### config.mk
export PLATFORM = sky130hd
export DESIGN_NAME = lj_ctrl
export DESIGN_NICKNAME = d
export VERILOG_FILES = /design/src/design/lj_pkg.sv /design/src/design/lj_ctrl.sv
export SDC_FILE = /design/constraint.sdc
export NUM_CORES = 1
export LEC_CHECK = 0
export BUFFER_PORTS_ARGS = -buffer_cell sky130_fd_sc_hd__buf_2
export CELL_PAD_IN_SITES_DETAIL_PLACEMENT = 1
export CELL_PAD_IN_SITES_GLOBAL_PLACEMENT = 2
export CORE_MARGIN = 2
export CORE_UTILIZATION = 26
export CTS_CLUSTER_DIAMETER = 150
export DETAILED_ROUTE_END_ITERATION = 8
export PLACE_DENSITY = 0.72
export REMOVE_ABC_BUFFERS = 1
export SETUP_SLACK_MARGIN = 0.5
export SYNTH_ARGS = -nofsm -noshare
export SYNTH_HDL_FRONTEND = slang
export SYNTH_SLANG_ARGS = --single-unit
### constraint.sdc
create_clock -name clk -period 1.74 [get_ports clk]
set_input_delay 0.174 -clock clk [delete_from_list [all_inputs] [get_ports clk]]
set_output_delay 0.174 -clock clk [all_outputs]
set_load 0.05 [all_outputs]
### src/design/lj_pkg.sv
// Shared types and constants for the Lennard-Jones pair force accumulator.
// No dependencies; imported by every module of the block.
`default_nettype none
package lj_pkg;

	// Widths of the sums, the capped magnitudes and the shared multiplier
	localparam int SUM_W  = 48;
	localparam int MAG_W  = 47;
	localparam int MUL_W  = 64;
	localparam int PROD_W = 2 * MUL_W;
	localparam int LIMB_W = MUL_W / 2;
	localparam int CUT_W  = 32;
	localparam int DMAG_W = 32;

	localparam logic [MAG_W-1:0] MAG_CAP = {MAG_W{1'b1}};
	localparam logic [63:0] D_CLAMP = 64'd1 << 31;

	// Multiplier operation codes, issued in this order
	typedef logic [3:0] op_t;
	localparam op_t OP_SQ_X = 4'd0;
	localparam op_t OP_SQ_Y = 4'd1;
	localparam op_t OP_SQ_Z = 4'd2;
	localparam op_t OP_INV2 = 4'd3;
	localparam op_t OP_INV3 = 4'd4;
	localparam op_t OP_INV4 = 4'd5;
	localparam op_t OP_INV6 = 4'd6;
	localparam op_t OP_CMAG = 4'd7;
	localparam op_t OP_TX   = 4'd8;
	localparam op_t OP_TY   = 4'd9;
	localparam op_t OP_TZ   = 4'd10;

	// Controller to datapath commands
	typedef struct packed {
		logic load;
		logic mul_start;
		op_t  op;
		logic div_start;
		logic flag_zero;
		logic commit;
		logic emit;
	} cmd_t;

	// Datapath to controller status
	typedef struct packed {
		logic mul_done;
		logic div_done;
		logic zero_dist;
		logic in_cut;
		logic last;
	} stat_t;

endpackage
`default_nettype wire

### src/design/lj_ctrl.sv
// Controller state machine sequencing the shared divider and multiplier.
// Uses lj_pkg for command and status structs and operation codes.
`default_nettype none
module lj_ctrl (
	input  wire            clk,
	input  wire            arst_n,
	input  wire            in_valid,
	output logic           in_ready,
	output logic           out_valid,
	input  wire            out_ready,
	input  lj_pkg::stat_t  stat,
	output lj_pkg::cmd_t   cmd
);
	import lj_pkg::*;

	localparam logic [2:0] ST_IDLE   = 3'd0;
	localparam logic [2:0] ST_MSTART = 3'd1;
	localparam logic [2:0] ST_MWAIT  = 3'd2;
	localparam logic [2:0] ST_CHECK  = 3'd3;
	localparam logic [2:0] ST_DSTART = 3'd4;
	localparam logic [2:0] ST_DWAIT  = 3'd5;
	localparam logic [2:0] ST_COMMIT = 3'd6;
	localparam logic [2:0] ST_FINISH = 3'd7;

	logic [2:0] state_q, state_d;
	op_t        op_q, op_d;
	logic       out_valid_q;
	logic       emit;

	assign in_ready  = (state_q == ST_IDLE);
	assign out_valid = out_valid_q;
	assign emit = (state_q == ST_FINISH) && stat.last && (!out_valid_q || out_ready);

	// Next state and commands
	always_comb begin
		state_d       = state_q;
		op_d          = op_q;
		cmd           = '0;
		cmd.op        = op_q;
		cmd.emit      = emit;
		unique case (state_q)
			ST_IDLE: begin
				if (in_valid) begin
					cmd.load = 1'b1;
					op_d     = OP_SQ_X;
					state_d  = ST_MSTART;
				end
			end
			ST_MSTART: begin
				cmd.mul_start = 1'b1;
				state_d       = ST_MWAIT;
			end
			ST_MWAIT: begin
				if (stat.mul_done) begin
					if (op_q == OP_SQ_Z) state_d = ST_CHECK;
					else if (op_q == OP_TZ) state_d = ST_COMMIT;
					else begin
						op_d    = op_q + 4'd1;
						state_d = ST_MSTART;
					end
				end
			end
			ST_CHECK: begin
				if (stat.zero_dist) begin
					cmd.flag_zero = 1'b1;
					state_d       = ST_FINISH;
				end else if (stat.in_cut) state_d = ST_DSTART;
				else state_d = ST_FINISH;
			end
			ST_DSTART: begin
				cmd.div_start = 1'b1;
				state_d       = ST_DWAIT;
			end
			ST_DWAIT: begin
				if (stat.div_done) begin
					op_d    = OP_INV2;
					state_d = ST_MSTART;
				end
			end
			ST_COMMIT: begin
				cmd.commit = 1'b1;
				state_d    = ST_FINISH;
			end
			ST_FINISH: begin
				if (!stat.last || emit) state_d = ST_IDLE;
			end
			default: state_d = ST_IDLE;
		endcase
	end

	// Hold state, operation and result valid
	always_ff @(posedge clk or negedge arst_n) begin
		if (!arst_n) begin
			state_q     <= ST_IDLE;
			op_q        <= OP_SQ_X;
			out_valid_q <= 1'b0;
		end else begin
			state_q <= state_d;
			op_q    <= op_d;
			if (emit) out_valid_q <= 1'b1;
			else if (out_ready) out_valid_q <= 1'b0;
		end
	end
endmodule
`default_nettype wire

==> flow_metrics.env <==
export IMPL_tns_ns=0
export IMPL_crit_required_ns=1.57
export IMPL_fin_ws_ns=0.171
export IMPL_avgSynthCellArea_sq_um=8.68
export IMPL_cp_max_fo=8
export IMPL_die_w_um=51.3
export IMPL_tritoncts="built"
export IMPL_fin_skew_ns=0.0101
export IMPL_grt_overflow_total=0
export IMPL_r2r_end="state_q[0]"
export IMPL_fin_crit_sh_pct=90.2
export IMPL_syn_cell_area_sq_um=582
export IMPL_hold_depth=3
export IMPL_r2r_slack_ns=0.19
export IMPL_wl_per_cell_um=15.7
export IMPL_area_growth_pct=84.3
export IMPL_diodes=0
export IMPL_yosys_area_top_type="dfrtp_1"
export IMPL_layout_common_cells="22 x buf_4, 11 x buf_2, 9 x buf_6"
export IMPL_hold_end="out_valid"
export IMPL_fin_nets=124
export IMPL_cap_violations=0
export IMPL_drv_slew=0
export IMPL_crit_chain="buf_6, nor3_4, and2_4, buf_8"
export IMPL_grt_total_usage_pct=18.9
export IMPL_synth_async_reset_ratio_pct=100
export IMPL_coreArea_sq_um=2170
export IMPL_tritoncts_num_buffers=3
export IMPL_slew_headroom_pct=84.2
export IMPL_hold_path_class="in -> reg"
export IMPL_crit_buf_inv=2
export IMPL_p_leak_nw=0.511
export IMPL_ys_seq_area_share_pct=34.4
export IMPL_synth_top_cell_area_share_pct=34.4
export IMPL_pre_cts_ws_ns=0.101
export IMPL_power_density_nw_per_um2=1990
export IMPL_reg2reg_from="state_q[2]"
export IMPL_ys_ff_latch=8
export IMPL_yosys_warnings=0
export IMPL_startpoint_type="flop"
export IMPL_hold_path_startpoint="out_ready"
export IMPL_cp_top_family="flip-flops"
export IMPL_drc=0
export IMPL_cp_end_kind="primary output"
export IMPL_outcome="completed"
export IMPL_critPathSlowestCell="dfrtp_2"
export IMPL_postRouteAntennaNets=0
export IMPL_vias_per_cell=4.85
export IMPL_hold_viol_final=0
export IMPL_rsz0062_at_grt="true"
export IMPL_drtIter0Drc=6
export IMPL_cts_sinks=8
export IMPL_grt_pass1_vias=774
export IMPL_grt_max_degree=9
export IMPL_wirelength_um=2180
export IMPL_antenna_found_initial=0
export IMPL_final_common_cell="buf_4"
export IMPL_cts_root_buf="clkbuf_4"
export IMPL_dr_total_vias=674
export IMPL_dr_pass1_iters=4
export IMPL_synthFlopType="dfrtp_1"
export IMPL_grt_pass1_wl_um=3550
export IMPL_peakVddDrop_mv=0.969
export IMPL_ctsHtreeMaxLevel=1
export IMPL_nFillCells=258
export IMPL_rows=17
export IMPL_synthTopCellsByArea="dfrtp_1 34%, mux2_2 7.7%, o21ai_0 6.0%"
export IMPL_fmax_mhz=637
export IMPL_globalplace_congestion=0.833
export IMPL_dieArea_sq_um=2630
export IMPL_worst_r2r_cell_count=4
export IMPL_path_clk_slew_ns=0.05
export IMPL_critPathKind="reg -> out"
export IMPL_hpwl_um=1320
export IMPL_clockBufferDepth=2
export IMPL_fp_dieH_um=51.3
export IMPL_finalNonFillerCells=139
export IMPL_slowest_delay_ns=0.46
export IMPL_synth_edf_count=0
export IMPL_start_util_pct=26.8
export IMPL_critPathArrivalTime_ns=1.40
export IMPL_setup_violations=0
export IMPL_io_pins=21
export IMPL_clk_latency_ns=0.27
export IMPL_max_slew_worst_pin_slew_ns=0.236
export IMPL_portBuffers=20
export IMPL_period_minus_slack_ns=1.57
export IMPL_syn_inst=67
export IMPL_dp_cells=120
export IMPL_drive_gt1_share_pct=64.0
export IMPL_yosys_cell_types_count=30
how the worst max path moves through the flow:
stage / startpoint / slack, ns / cells past startpoint / to
6_report: state_q[0] / 0.17 / 4 / cmd[9]
5_1_grt: state_q[0] / 0.10 / 4 / cmd[9]
4_1_cts: state_q[2] / 0.19 / 5 / state_q[0]
3_5_place_dp: state_q[1] / 0.10 / 4 / op_q[1]
3_3_place_gp: state_q[1] / 0.14 / 4 / op_q[1]
2_1_floorplan: state_q[2] / -0.68 / 2 / cmd[9]
power breakdown:
part | leakage (nW) | internal (mW) | switching [mW] | total, mW
clock | 0.0138 | 0.0799 | 0.0771 | 0.157
sequential | 0.101 | 0.265 | 0.0966 | 0.362
combinational | 0.396 | 0.783 | 0.827 | 1.61
total | 0.511 | 1.13 | 1.00 | 2.13
synthesized netlist by cell type, types with 2 or more instances:
cell,number
nor2_1,3
nand2b_1,4
nor2b_1,4
o21ai_0,7
nor3b_1,4
clkbuf_1,2
mux2_2,4
dfrtp_1,8
nand2_1,4
buf_2,2
a31oi_1,2
ha_1,2
a21oi_1,4
through the flow:
step	util [%]	hold WS (ns)	area, sq um	power [mW]
after floorplan	-	-0.122	557	1.04
after global placement	35.4	0.0339	767	1.40
after detailed placement	35.4	0.0348	767	1.41
after CTS	47.5	0.238	1030	2.01
after global routing	49.4	0.268	1070	2.26
final	49.4	0.234	1070	2.13
tightest hold or removal path, delay by kind of cell:
kind / cells / cell delay, ns
AND/OR/NAND/NOR: 2 / 0.21
buffers and inverters: 1 / 0.07
cell families (layout without fill, tap and decap cells):
family | count (synthesis) | after routing | share of synthesized area [%]
AOI/OAI and AO/OA | 18 | 18 | 18.3
adders and majority gates | 2 | 2 | 4.30
buffers and inverters | 6 | 50 | 4.95
DFF | 8 | 8 | 34.4
muxes | 4 | 4 | 7.74
and+or+nand+nor | 29 | 29 | 30.3
registers in the layout, indices dropped and copies added (netlist names):
signal,flops
op_q,4
out_valid,1
state_q,3
routing by layer:
layer / share of wire [%] / global-route usage (%)
met5: 0 / 0
met4: 2.0 / 7.89
met3: 3.5 / 3.80
met2: 56 / 34.8
met1: 39 / 20.8
layout make-up:
type	instances	area, sq um	area share (%)
multi-input cells	53	445	41.5
repair buffers	46	362	33.7
flip-flops and latches	8	204	19.0
well taps	28	35.0	3.27
clock buffers	3	22.5	2.10
inverters	1	3.75	0.350
repair_timing:
action                                  4_1_cts  5_1_grt
gates resized for setup                      36       12
pin swaps                                     8        3
setup buffers                                14        1
endpoints found under the setup margin       14       16
hold buffers                                  1        0
endpoints found under the hold margin         8        0
cloned                                        0        0
Note: power is estimated with default switching activity, not from simulation.
